## src/rtl/core/transfer_region_clip_group_unit_macros.svh

```systemverilog
// Assertion macros for the region clip and group block.
`ifndef TRANSFER_REGION_CLIP_GROUP_UNIT_MACROS_SVH
`define TRANSFER_REGION_CLIP_GROUP_UNIT_MACROS_SVH

// same-cycle implication, clocked on clk, off during reset
`define TRCG_ASSERT_IMPL(lbl, ante, cons, msg) \
  lbl: assert property (@(posedge clk) disable iff (!rst_n) (ante) |-> (cons)) \
    else $error(msg);

// next-cycle implication
`define TRCG_ASSERT_NEXT(lbl, ante, cons, msg) \
  lbl: assert property (@(posedge clk) disable iff (!rst_n) (ante) |=> (cons)) \
    else $error(msg);

`endif

```

## src/rtl/core/trcg_pkg.sv

```systemverilog
// Shared constants, types and helpers of the region clip and group block.
`default_nettype none

package trcg_pkg;

  localparam int MAX_AXES   = 4;
  localparam int AXIS_BITS  = 16;
  localparam int MAX_GROUPS = 16;
  localparam int COUNT_BITS = 16;

  localparam int PACK_W     = 64;
  localparam int RANK_W     = 3;
  localparam int GIDX_W     = (MAX_GROUPS > 1) ? $clog2(MAX_GROUPS) : 1;
  localparam int GUSED_W    = $clog2(MAX_GROUPS + 1);
  localparam int OUT_GIDX_W = 4;
  localparam int OUT_MEM_W  = 16;
  localparam int CFG_IDX_W  = 3;
  localparam int CFG_DATA_W = 64;

  // register indexes
  localparam logic [CFG_IDX_W-1:0] CFG_FILE_RANK    = 3'd0;
  localparam logic [CFG_IDX_W-1:0] CFG_ARRAY_RANK   = 3'd1;
  localparam logic [CFG_IDX_W-1:0] CFG_PLAN_RANK    = 3'd2;
  localparam logic [CFG_IDX_W-1:0] CFG_REGION_SHAPE = 3'd3;
  localparam logic [CFG_IDX_W-1:0] CFG_FILE_BOUNDS  = 3'd4;
  localparam logic [CFG_IDX_W-1:0] CFG_ARRAY_BOUNDS = 3'd5;

  typedef logic [AXIS_BITS-1:0] axis_t;

  typedef struct packed {
    axis_t ext;
    logic  zero;
    logic  shortened;
  } axis_res_t;

  typedef struct packed {
    logic [GIDX_W-1:0]     gidx;
    logic                  is_new;
    logic [COUNT_BITS-1:0] members;
    logic                  full;
    logic                  any_clipped;
  } grp_res_t;

  // one axis field; axes past MAX_AXES read as zero
  function automatic axis_t axis_get(input logic [PACK_W-1:0] packed_v,
                                     input logic [RANK_W-1:0] idx);
    axis_t res;
    res = '0;
    for (int k = 0; k < MAX_AXES; k++) begin
      if (idx == RANK_W'(k)) res = packed_v[k*AXIS_BITS +: AXIS_BITS];
    end
    return res;
  endfunction

endpackage

`default_nettype wire

```

## src/rtl/core/trcg_ifs.sv

```systemverilog
// Valid/ready channel interfaces for region words and result words.
`default_nettype none

interface trcg_in_if import trcg_pkg::*; ();
  logic              valid;
  logic              ready;
  logic [PACK_W-1:0] file_start;
  logic [PACK_W-1:0] array_start;
  logic              last_region;

  modport source (output valid, file_start, array_start, last_region, input ready);
  modport sink   (input valid, file_start, array_start, last_region, output ready);
endinterface

interface trcg_out_if import trcg_pkg::*; ();
  logic                  valid;
  logic                  ready;
  logic                  kept;
  logic [PACK_W-1:0]     clipped_shape;
  logic [OUT_GIDX_W-1:0] group_index;
  logic                  new_group;
  logic [OUT_MEM_W-1:0]  members_so_far;
  logic                  table_full;
  logic                  any_clipped;
  logic                  plan_done;

  modport source (output valid, kept, clipped_shape, group_index, new_group,
                  members_so_far, table_full, any_clipped, plan_done, input ready);
  modport sink   (input valid, kept, clipped_shape, group_index, new_group,
                  members_so_far, table_full, any_clipped, plan_done, output ready);
endinterface

`default_nettype wire

```

## src/rtl/core/trcg_axis_lane.sv

```systemverilog
// One trailing-axis clip lane: min of nominal extent and room in file and array.
`default_nettype none

module trcg_axis_lane import trcg_pkg::*; (
  input  wire axis_t     nominal,
  input  wire axis_t     f_pos,
  input  wire axis_t     f_lim,
  input  wire axis_t     a_pos,
  input  wire axis_t     a_lim,
  output axis_res_t      res
);

  axis_t room_f;
  axis_t room_a;
  axis_t ext;

  always_comb begin
    room_f = (f_pos < f_lim) ? axis_t'(f_lim - f_pos) : '0;
    room_a = (a_pos < a_lim) ? axis_t'(a_lim - a_pos) : '0;
    ext    = nominal;
    if (room_f < ext) ext = room_f;
    if (room_a < ext) ext = room_a;
    res.ext       = ext;
    res.zero      = (ext == '0);
    res.shortened = (ext != nominal);
  end

endmodule

`default_nettype wire

```

## src/rtl/core/trcg_group_table.sv

```systemverilog
// Shape group table: per-entry compare lanes, first-hit merge, counters and fill count.
`default_nettype none

module trcg_group_table import trcg_pkg::*; (
  input  wire                clk,
  input  wire                rst_n,
  input  wire                adv,
  input  wire                kept,
  input  wire                clip,
  input  wire                last,
  input  wire [PACK_W-1:0]   shape,
  output grp_res_t           res
);

  logic [PACK_W-1:0]     tab_r [MAX_GROUPS];
  logic [COUNT_BITS-1:0] cnt_r [MAX_GROUPS];
  logic [GUSED_W-1:0]    used_r, used_nxt;
  logic                  seen_r, seen_nxt;

  logic [MAX_GROUPS-1:0] hit;
  logic                  any_hit;
  logic [GIDX_W-1:0]     sel;
  logic                  room;
  logic [GIDX_W-1:0]     wr_idx;
  logic                  wr_tab;
  logic                  wr_cnt;
  logic [COUNT_BITS-1:0] cnt_new;

  // compare lanes, one per entry; entries past the fill count never match
  always_comb begin
    for (int g = 0; g < MAX_GROUPS; g++) begin
      hit[g] = (GUSED_W'(g) < used_r) && (tab_r[g] == shape);
    end
  end

  // merge: lowest matching entry wins
  always_comb begin
    sel     = '0;
    any_hit = 1'b0;
    for (int g = MAX_GROUPS - 1; g >= 0; g--) begin
      if (hit[g]) begin
        sel     = GIDX_W'(g);
        any_hit = 1'b1;
      end
    end
  end

  always_comb begin
    room     = (used_r < GUSED_W'(MAX_GROUPS));
    res      = '0;
    wr_tab   = 1'b0;
    wr_cnt   = 1'b0;
    wr_idx   = sel;
    cnt_new  = '0;
    used_nxt = used_r;
    seen_nxt = seen_r | clip;
    if (kept) begin
      if (any_hit) begin
        cnt_new     = (cnt_r[sel] == '1) ? cnt_r[sel] : cnt_r[sel] + 1'b1;
        wr_cnt      = 1'b1;
        res.gidx    = sel;
        res.members = cnt_new;
      end else if (room) begin
        wr_idx      = used_r[GIDX_W-1:0];
        cnt_new     = COUNT_BITS'(1);
        wr_tab      = 1'b1;
        wr_cnt      = 1'b1;
        used_nxt    = used_r + 1'b1;
        res.gidx    = wr_idx;
        res.is_new  = 1'b1;
        res.members = cnt_new;
      end else begin
        res.full = 1'b1;
      end
    end
    res.any_clipped = seen_nxt;
    if (last) begin
      used_nxt = '0;
      seen_nxt = 1'b0;
    end
  end

  always_ff @(posedge clk) begin
    if (!rst_n) begin
      used_r <= '0;
      seen_r <= 1'b0;
    end else if (adv) begin
      used_r <= used_nxt;
      seen_r <= seen_nxt;
    end
  end

  always_ff @(posedge clk) begin
    if (adv && wr_tab) tab_r[wr_idx] <= shape;
    if (adv && wr_cnt) cnt_r[wr_idx] <= cnt_new;
  end

endmodule

`default_nettype wire

```

## src/rtl/core/transfer_region_clip_group_unit.sv

```systemverilog
// Top level of the region clip and group block.
//
// Usage: regions enter on in_ch (valid/ready), one word per region: file and
// array start offsets, 16 bits per axis, and a last-region mark. Each accepted
// word yields exactly one result word on out_ch, in order.
// Configuration (ranks, nominal shape, bounds) goes through cfg_we/cfg_idx/
// cfg_data while the block is idle; unknown indexes are ignored.
// Pipeline: the four axis clip lanes work on the offered word before the edge
// that accepts its region into the clip stage registers; the sixteen group
// compare lanes with their first-hit merge work from those registers and
// also update the table when the result word register is loaded.
// Throughput: one region per cycle unless out_ch stalls; the table updates at
// the same edge that registers the result, so the next region sees it right away.
// Reset: ranks return to 1, shape and bounds to 0, the group table is empty
// and the running clipped flag is clear. The table also empties after the
// region marked last, whose result still shows the old state.
// Stall: when out_ch.ready is low the result word holds, the clip stage
// holds behind it, and in_ch.ready drops once both are full.
`default_nettype none

`include "transfer_region_clip_group_unit_macros.svh"

module transfer_region_clip_group_unit import trcg_pkg::*; (
  input  wire                  clk,
  input  wire                  rst_n,
  trcg_in_if.sink              in_ch,
  trcg_out_if.source           out_ch,
  input  wire                  cfg_we,
  input  wire [CFG_IDX_W-1:0]  cfg_idx,
  input  wire [CFG_DATA_W-1:0] cfg_data
);

  // configuration
  logic [RANK_W-1:0] file_rank_r, array_rank_r, plan_rank_r;
  logic [PACK_W-1:0] region_shape_r, file_bounds_r, array_bounds_r;

  always_ff @(posedge clk) begin
    if (!rst_n) begin
      file_rank_r    <= RANK_W'(1);
      array_rank_r   <= RANK_W'(1);
      plan_rank_r    <= RANK_W'(1);
      region_shape_r <= '0;
      file_bounds_r  <= '0;
      array_bounds_r <= '0;
    end else if (cfg_we) begin
      case (cfg_idx)
        CFG_FILE_RANK:    file_rank_r    <= cfg_data[RANK_W-1:0];
        CFG_ARRAY_RANK:   array_rank_r   <= cfg_data[RANK_W-1:0];
        CFG_PLAN_RANK:    plan_rank_r    <= cfg_data[RANK_W-1:0];
        CFG_REGION_SHAPE: region_shape_r <= cfg_data[PACK_W-1:0];
        CFG_FILE_BOUNDS:  file_bounds_r  <= cfg_data[PACK_W-1:0];
        CFG_ARRAY_BOUNDS: array_bounds_r <= cfg_data[PACK_W-1:0];
        default: ;
      endcase
    end
  end

  // effective ranks
  logic [RANK_W-1:0] fr, ar, pr, fl, al;

  always_comb begin
    fr = (file_rank_r  > RANK_W'(MAX_AXES)) ? RANK_W'(MAX_AXES) : file_rank_r;
    ar = (array_rank_r > RANK_W'(MAX_AXES)) ? RANK_W'(MAX_AXES) : array_rank_r;
    pr = (plan_rank_r  > RANK_W'(MAX_AXES)) ? RANK_W'(MAX_AXES) : plan_rank_r;
    if (pr > fr) pr = fr;
    if (pr > ar) pr = ar;
    fl = fr - pr;
    al = ar - pr;
  end

  // handshake
  logic s1_v_r, out_v_r;
  logic adv, in_fire;

  assign adv          = s1_v_r && (!out_v_r || out_ch.ready);
  assign in_ch.ready  = !s1_v_r || adv;
  assign in_fire      = in_ch.valid && in_ch.ready;

  // leading-axis drop check
  logic lead_drop;

  always_comb begin
    lead_drop = 1'b0;
    for (int j = 0; j < MAX_AXES; j++) begin
      if (RANK_W'(j) < fl &&
          axis_get(in_ch.file_start, RANK_W'(j)) >= axis_get(file_bounds_r, RANK_W'(j)))
        lead_drop = 1'b1;
      if (RANK_W'(j) < al &&
          axis_get(in_ch.array_start, RANK_W'(j)) >= axis_get(array_bounds_r, RANK_W'(j)))
        lead_drop = 1'b1;
    end
  end

  // trailing-axis clip lanes
  axis_res_t lane_res [MAX_AXES];

  for (genvar a = 0; a < MAX_AXES; a++) begin : g_lane
    trcg_axis_lane u_lane (
      .nominal (region_shape_r[a*AXIS_BITS +: AXIS_BITS]),
      .f_pos   (axis_get(in_ch.file_start,  fl + RANK_W'(a))),
      .f_lim   (axis_get(file_bounds_r,     fl + RANK_W'(a))),
      .a_pos   (axis_get(in_ch.array_start, al + RANK_W'(a))),
      .a_lim   (axis_get(array_bounds_r,    al + RANK_W'(a))),
      .res     (lane_res[a])
    );
  end

  logic              c_kept, c_short;
  logic [PACK_W-1:0] c_shape;

  always_comb begin
    c_kept  = !lead_drop;
    c_short = 1'b0;
    c_shape = '0;
    for (int a = 0; a < MAX_AXES; a++) begin
      if (RANK_W'(a) < pr) begin
        if (lane_res[a].zero) c_kept = 1'b0;
        if (lane_res[a].shortened) c_short = 1'b1;
        c_shape[a*AXIS_BITS +: AXIS_BITS] = lane_res[a].ext;
      end
    end
    if (!c_kept) c_shape = '0;
  end

  // clip stage registers
  logic              s1_kept_r, s1_clip_r, s1_last_r;
  logic [PACK_W-1:0] s1_shape_r;

  always_ff @(posedge clk) begin
    if (!rst_n) begin
      s1_v_r <= 1'b0;
    end else if (in_fire) begin
      s1_v_r <= 1'b1;
    end else if (adv) begin
      s1_v_r <= 1'b0;
    end
  end

  always_ff @(posedge clk) begin
    if (in_fire) begin
      s1_kept_r  <= c_kept;
      s1_clip_r  <= !c_kept || c_short;
      s1_last_r  <= in_ch.last_region;
      s1_shape_r <= c_shape;
    end
  end

  // group lanes and merge
  grp_res_t grp;

  trcg_group_table u_table (
    .clk   (clk),
    .rst_n (rst_n),
    .adv   (adv),
    .kept  (s1_kept_r),
    .clip  (s1_clip_r),
    .last  (s1_last_r),
    .shape (s1_shape_r),
    .res   (grp)
  );

  // result word register
  logic                  out_kept_r, out_new_r, out_full_r, out_any_r, out_done_r;
  logic [PACK_W-1:0]     out_shape_r;
  logic [OUT_GIDX_W-1:0] out_gidx_r;
  logic [OUT_MEM_W-1:0]  out_mem_r;

  always_ff @(posedge clk) begin
    if (!rst_n) begin
      out_v_r <= 1'b0;
    end else if (adv) begin
      out_v_r <= 1'b1;
    end else if (out_ch.ready) begin
      out_v_r <= 1'b0;
    end
  end

  always_ff @(posedge clk) begin
    if (adv) begin
      out_kept_r  <= s1_kept_r;
      out_shape_r <= s1_shape_r;
      out_gidx_r  <= OUT_GIDX_W'(grp.gidx);
      out_new_r   <= grp.is_new;
      out_mem_r   <= OUT_MEM_W'(grp.members);
      out_full_r  <= grp.full;
      out_any_r   <= grp.any_clipped;
      out_done_r  <= s1_last_r;
    end
  end

  assign out_ch.valid          = out_v_r;
  assign out_ch.kept           = out_kept_r;
  assign out_ch.clipped_shape  = out_shape_r;
  assign out_ch.group_index    = out_gidx_r;
  assign out_ch.new_group      = out_new_r;
  assign out_ch.members_so_far = out_mem_r;
  assign out_ch.table_full     = out_full_r;
  assign out_ch.any_clipped    = out_any_r;
  assign out_ch.plan_done      = out_done_r;

  `TRCG_ASSERT_IMPL(a_drop_sets_clip, out_v_r && !out_kept_r,
                    out_any_r && !out_new_r && out_mem_r == '0,
                    "dropped region without clipped flag or with group info")
  `TRCG_ASSERT_IMPL(a_new_is_first, out_v_r && out_new_r,
                    out_mem_r == OUT_MEM_W'(1) && !out_full_r,
                    "new group without a single member")
  `TRCG_ASSERT_IMPL(a_full_kept, out_v_r && out_full_r,
                    out_kept_r && !out_new_r && out_mem_r == '0,
                    "table overflow on a dropped region or with group info")
  `TRCG_ASSERT_NEXT(a_stage_hold, s1_v_r && !adv,
                    s1_v_r && $stable(s1_shape_r),
                    "clip stage lost a stalled word")

endmodule

`default_nettype wire
```

## src/flat_wrapper.sv

```systemverilog
// flat-port wrapper written by rule: the top's interface ports become plain ports
module transfer_region_clip_group_unit_flat import trcg_pkg::*;
  (clk, rst_n, cfg_we, cfg_idx, cfg_data, in_ch_valid, in_ch_file_start, in_ch_array_start, in_ch_last_region, in_ch_ready, out_ch_valid, out_ch_kept, out_ch_clipped_shape, out_ch_group_index, out_ch_new_group, out_ch_members_so_far, out_ch_table_full, out_ch_any_clipped, out_ch_plan_done, out_ch_ready);
  trcg_in_if in_ch_i ();
  trcg_out_if out_ch_i ();
  input  wire clk;
  input  wire rst_n;
  input  wire cfg_we;
  input  wire [CFG_IDX_W-1:0] cfg_idx;
  input  wire [CFG_DATA_W-1:0] cfg_data;
  input wire logic [$bits(in_ch_i.valid)-1:0] in_ch_valid;
  input wire logic [$bits(in_ch_i.file_start)-1:0] in_ch_file_start;
  input wire logic [$bits(in_ch_i.array_start)-1:0] in_ch_array_start;
  input wire logic [$bits(in_ch_i.last_region)-1:0] in_ch_last_region;
  output wire logic [$bits(in_ch_i.ready)-1:0] in_ch_ready;
  output wire logic [$bits(out_ch_i.valid)-1:0] out_ch_valid;
  output wire logic [$bits(out_ch_i.kept)-1:0] out_ch_kept;
  output wire logic [$bits(out_ch_i.clipped_shape)-1:0] out_ch_clipped_shape;
  output wire logic [$bits(out_ch_i.group_index)-1:0] out_ch_group_index;
  output wire logic [$bits(out_ch_i.new_group)-1:0] out_ch_new_group;
  output wire logic [$bits(out_ch_i.members_so_far)-1:0] out_ch_members_so_far;
  output wire logic [$bits(out_ch_i.table_full)-1:0] out_ch_table_full;
  output wire logic [$bits(out_ch_i.any_clipped)-1:0] out_ch_any_clipped;
  output wire logic [$bits(out_ch_i.plan_done)-1:0] out_ch_plan_done;
  input wire logic [$bits(out_ch_i.ready)-1:0] out_ch_ready;
  assign in_ch_i.valid = in_ch_valid;
  assign in_ch_i.file_start = in_ch_file_start;
  assign in_ch_i.array_start = in_ch_array_start;
  assign in_ch_i.last_region = in_ch_last_region;
  assign in_ch_ready = in_ch_i.ready;
  assign out_ch_valid = out_ch_i.valid;
  assign out_ch_kept = out_ch_i.kept;
  assign out_ch_clipped_shape = out_ch_i.clipped_shape;
  assign out_ch_group_index = out_ch_i.group_index;
  assign out_ch_new_group = out_ch_i.new_group;
  assign out_ch_members_so_far = out_ch_i.members_so_far;
  assign out_ch_table_full = out_ch_i.table_full;
  assign out_ch_any_clipped = out_ch_i.any_clipped;
  assign out_ch_plan_done = out_ch_i.plan_done;
  assign out_ch_i.ready = out_ch_ready;
  transfer_region_clip_group_unit u_core (.clk(clk), .rst_n(rst_n), .in_ch(in_ch_i), .out_ch(out_ch_i), .cfg_we(cfg_we), .cfg_idx(cfg_idx), .cfg_data(cfg_data));
endmodule
```

## config.mk

```make
export PLATFORM = sky130hd
export DESIGN_NAME = transfer_region_clip_group_unit_flat
export DESIGN_NICKNAME = d
export VERILOG_FILES = /design/src/rtl/core/trcg_pkg.sv /design/src/rtl/core/trcg_ifs.sv /design/src/rtl/core/trcg_axis_lane.sv /design/src/rtl/core/trcg_group_table.sv /design/src/rtl/core/transfer_region_clip_group_unit.sv /design/src/flat_wrapper.sv
export VERILOG_INCLUDE_DIRS = /design/src /design/src/rtl/core
export SDC_FILE = /design/constraint.sdc
export NUM_CORES = 2
export LEC_CHECK = 0
export ABC_CLOCK_PERIOD_IN_PS = 44500
export BUFFER_PORTS_ARGS = -buffer_cell sky130_fd_sc_hd__buf_2
export CAP_MARGIN = 20
export CORE_MARGIN = 2
export CORE_UTILIZATION = 40
export DETAILED_ROUTE_END_ITERATION = 6
export PLACE_DENSITY = 0.64
export SKIP_LAST_GASP = 1
export SLEW_MARGIN = 20
export SYNTH_ARGS = -nofsm -noshare
export SYNTH_HDL_FRONTEND = slang
export SYNTH_HIERARCHICAL = 1
export SYNTH_SLANG_ARGS = --single-unit
```

## constraint.sdc

```tcl
create_clock -name clk -period 44.5 [get_ports clk]
set_clock_uncertainty 0.15 [all_clocks]
set_input_delay 0 -clock clk [delete_from_list [all_inputs] [get_ports clk]]
set_output_delay 0 -clock clk [all_outputs]
set_load 0.05 [all_outputs]
```

==> metrics.cfg <==
[outcome]
status = finished with violations
violations = design-rule violations

[die]
initial_utilization_pct = 40.2
die_x_um = 495
core_um2 = 240000
die-area_um2 = 245000
fp.dieH_um = 495
pin_count = 292
row_count = 180

[synthesis]
synthMuxAreaShare_pct = 6.17
synthCells = 8720
yosysMostFrequentCell = edfxtp_1
synth-adder-area-share_pct = 5.24
synth_compound_area_share_pct = 10.1
synth.area.top_cells = edfxtp_1 45%, xnor2_1 5.7%, ha_1 5.0%, xor2_1 4.4%, dfxtp_1 4.3%
synth.distinct_cells = 127
synthTopCellsByCount = 1,436 x edfxtp_1, 909 x nand2_1, 626 x xnor2_1
synth_xor_area_share_pct = 10.1
synth_top_area_share_pct = 44.7
synthFlopType = edfxtp_1
synth_edf_count = 1436
synthArstFlopShare_pct = 0
synth.largest_area_cell = edfxtp_1
ys_seq_elements = 1645
syn_nets = 9317
synth-simple-area-share_pct = 15.6
ys_seq_area_share_pct = 49.0
synth_area_um2 = 96500
avgSynthCellArea_um2 = 11.1
synth_warnings = 6
synth_top_family_by_area = simple AND/OR/NAND/NOR gates

[setup_path]
rr_endpoint = u_core/s1_shape_r[0]$_SDFFCE_PN0P_
slowest_delay_ps = 1020
end_kind = flop
reg2reg_from = u_core/plan_rank_r[2]$_SDFFE_PN0P_
slowest_stage = ha_1
worstPathMaxFanout = 32
reg2reg_depth = 52
rrSetupSlack_ps = 27580
cp.arrival_ps = 17300
path_class = reg -> reg
cp-start-kind = flop
crit_required_ps = 44880

[drt]
drtIter0Drc = 9506
ant_nets = 0
vias = 76600
drc = 4
wl_per_cell_um = 31.7
drt-total-wl_um = 397000
drt_first_pass_iters = 7
detail_route.vias_per_cell = 6.12

[grt]
overflow = 0
grt_max_degree = 121
grt_usage_pct = 31.4
grt_pass1_vias = 73100
antenna_found_initial = 24
grt_pass1_wl_um = 550000

[sta]
finalMaxSlewViolations = 0
period_share_pct = 38.0
rsz0062_at_grt = no
tightest_slew_ps = 1200
timing.fmax_ghz = 0.0591
setup_viol = 0
hold_viol_final = 0
relSlewSlack_pct = 19.9
min_period_ps = 16930
fin_setup_tns_ps = 0

[hold_path]
whs_path_depth = 6
worstHoldEndpoint = u_core/array_rank_r[0]$_SDFFE_PN1P_
min_from = cfg_we
min_path_type = in -> reg

[layout]
num-fill-cells = 21900
fin_util_pct = 45.7
finalNetCount = 9781
fin_cells = 12500
stdcell_area_um2 = 110000
syn2layout_area_growth_pct = 13.9
drive_above_1_share_pct = 12.7

[clock_tree]
cts_tree = done
cts_buffers = 177
clock_sinks = 1645
clock_latency_ps = 870
cts_resized = 0
cts_max_path_buffers = 3
cts_root_buffer = clkbuf_16
post_cts_buffers = 0
clkTransAtPathRegs_ps = 50
htreeDepth = 4

[place]
io_buffers = 291
placed_area_um2 = 102000
gp_congestion = 1.05
placedCellCount = 12000
hpwl_um = 281000

[run]
maxCapViolCount = 0

[power_and_ir_drop]
p_leak_uw = 0.0378
ir_worst_vdd_v = 0.0000789
powerDensity_nw_per_um2 = 55.7

## cell families (layout without fill, tap and decap cells)
family          count (synthesis)  count (layout)
compound gates               1450            1450
mux                           428             428
buf+inv                       876            1483
other cells                     0              10
simple gates                 2806            2806
fa+ha+maj                     399             399
xor+xnor                     1116            1116
flops                        1645            1645
## worst max path at each step
stage | slack (ps) | from | end
after floorplan | 30310 | u_core/plan_rank_r[2]$_SDFFE_PN0P_ | u_core/s1_shape_r[10]$_SDFFCE_PN0P_
after global placement | 27760 | u_core/plan_rank_r[2]$_SDFFE_PN0P_ | u_core/s1_shape_r[1]$_SDFFCE_PN0P_
after detailed placement | 27710 | u_core/plan_rank_r[2]$_SDFFE_PN0P_ | u_core/s1_shape_r[0]$_SDFFCE_PN0P_
after CTS | 27650 | u_core/plan_rank_r[2]$_SDFFE_PN0P_ | u_core/s1_shape_r[0]$_SDFFCE_PN0P_
after global routing | 26480 | u_core/file_rank_r[2]$_SDFFE_PN0P_ | u_core/s1_shape_r[0]$_SDFFCE_PN0P_
final | 27580 | u_core/plan_rank_r[2]$_SDFFE_PN0P_ | u_core/s1_shape_r[0]$_SDFFCE_PN0P_
## cells in the final DEF, fill, tap and decap left out, types with 65 or more instances in the layout
master         Yosys  final
a21boi_0         205    205
a21o_1            78     78
a21oi_1          369    366
buf_2            102    290
buf_4             15    238
clkbuf_16          0    178
dfxtp_1          209    209
dlygate4sd3_1      0    160
edfxtp_1        1436   1436
ha_1             386    384
inv_1            466    466
mux2i_1          251    251
mux4_2           128    128
nand2_1          909    909
nand2b_1          65     65
nand3_1          221    220
nand4_1          322    322
nor2_1           296    263
nor2b_1          179    177
nor3_1           143    135
nor4_1           258    254
o21ai_0          274    271
xnor2_1          626    626
xor2_1           490    490
## area by class of cell
class                           instances  area, um2  area share, %
Tap cell                             3185       3990           3.63
Inverter                              467       1750           1.60
Sequential cell                      1645      47300           43.0
Clock inverter                         99       1150           1.05
Timing Repair Buffer                  694       4960           4.51
Multi-Input combinational cell       6199      46000           41.9
Clock buffer                          223       4680           4.26
Antenna cell                           10       25.0         0.0228
## routing by layer
layer  global-route usage, %  vias to the layer above  routed length [um]
li1                        -                    33200                   -
met1                    39.3                    37800              152000
met2                    50.1                     4475              182000
met3                    6.19                     1095               35200
met4                    18.9                       16               28000
met5                       0                        -                  98
## worst max-delay path: cells and delay by family, from the launching register on
family                   cells  cell delay, ps
buffers and inverters        4             530
flip-flops                   1             540
multiplexers                 1             260
AND/OR/NAND/NOR             15            4960
adder cells (fa/ha/maj)      9            3620
AO/OA/AOI/OAI               23            6550
## sequential cells by signal (all words and copies together), names as in the netlist, 4 cells and up
name,count
u_core/array_bounds_r,64
u_core/out_ch.clipped_shape,64
u_core/u_table/used_r,5
u_core/out_ch.group_index,4
u_core/out_ch.members_so_far,16
u_core/region_shape_r,64
u_core/u_table/cnt_r,256
u_core/s1_shape_r,64
u_core/u_table/tab_r,1024
u_core/file_bounds_r,64
## through the flow
stage / total power (uW) / worst slack [ps] / hold slack (ps)
5_1_grt: 6370 / 26480 / 141
2_1_floorplan: 3750 / 30310 / -51.1
3_5_place_dp: 4580 / 27710 / 32.3
6_report: 6120 / 27580 / 103
3_3_place_gp: 4590 / 27760 / 30.9
4_1_cts: 6090 / 27650 / 36.1
## where the power goes
part / switching [uW] / total, uW / internal (uW)
Sequential: 26.0 / 1740 / 1720
Clock: 656 / 1490 / 836
Combinational: 1930 / 2890 / 958
Total: 2610 / 6120 / 3510
## timing repair
item,in CTS,in global routing
hold buffers,160,0
hold endpoints to repair,278,0
setup endpoints to repair,0,0
Note: power is estimated with default switching activity, not from simulation.
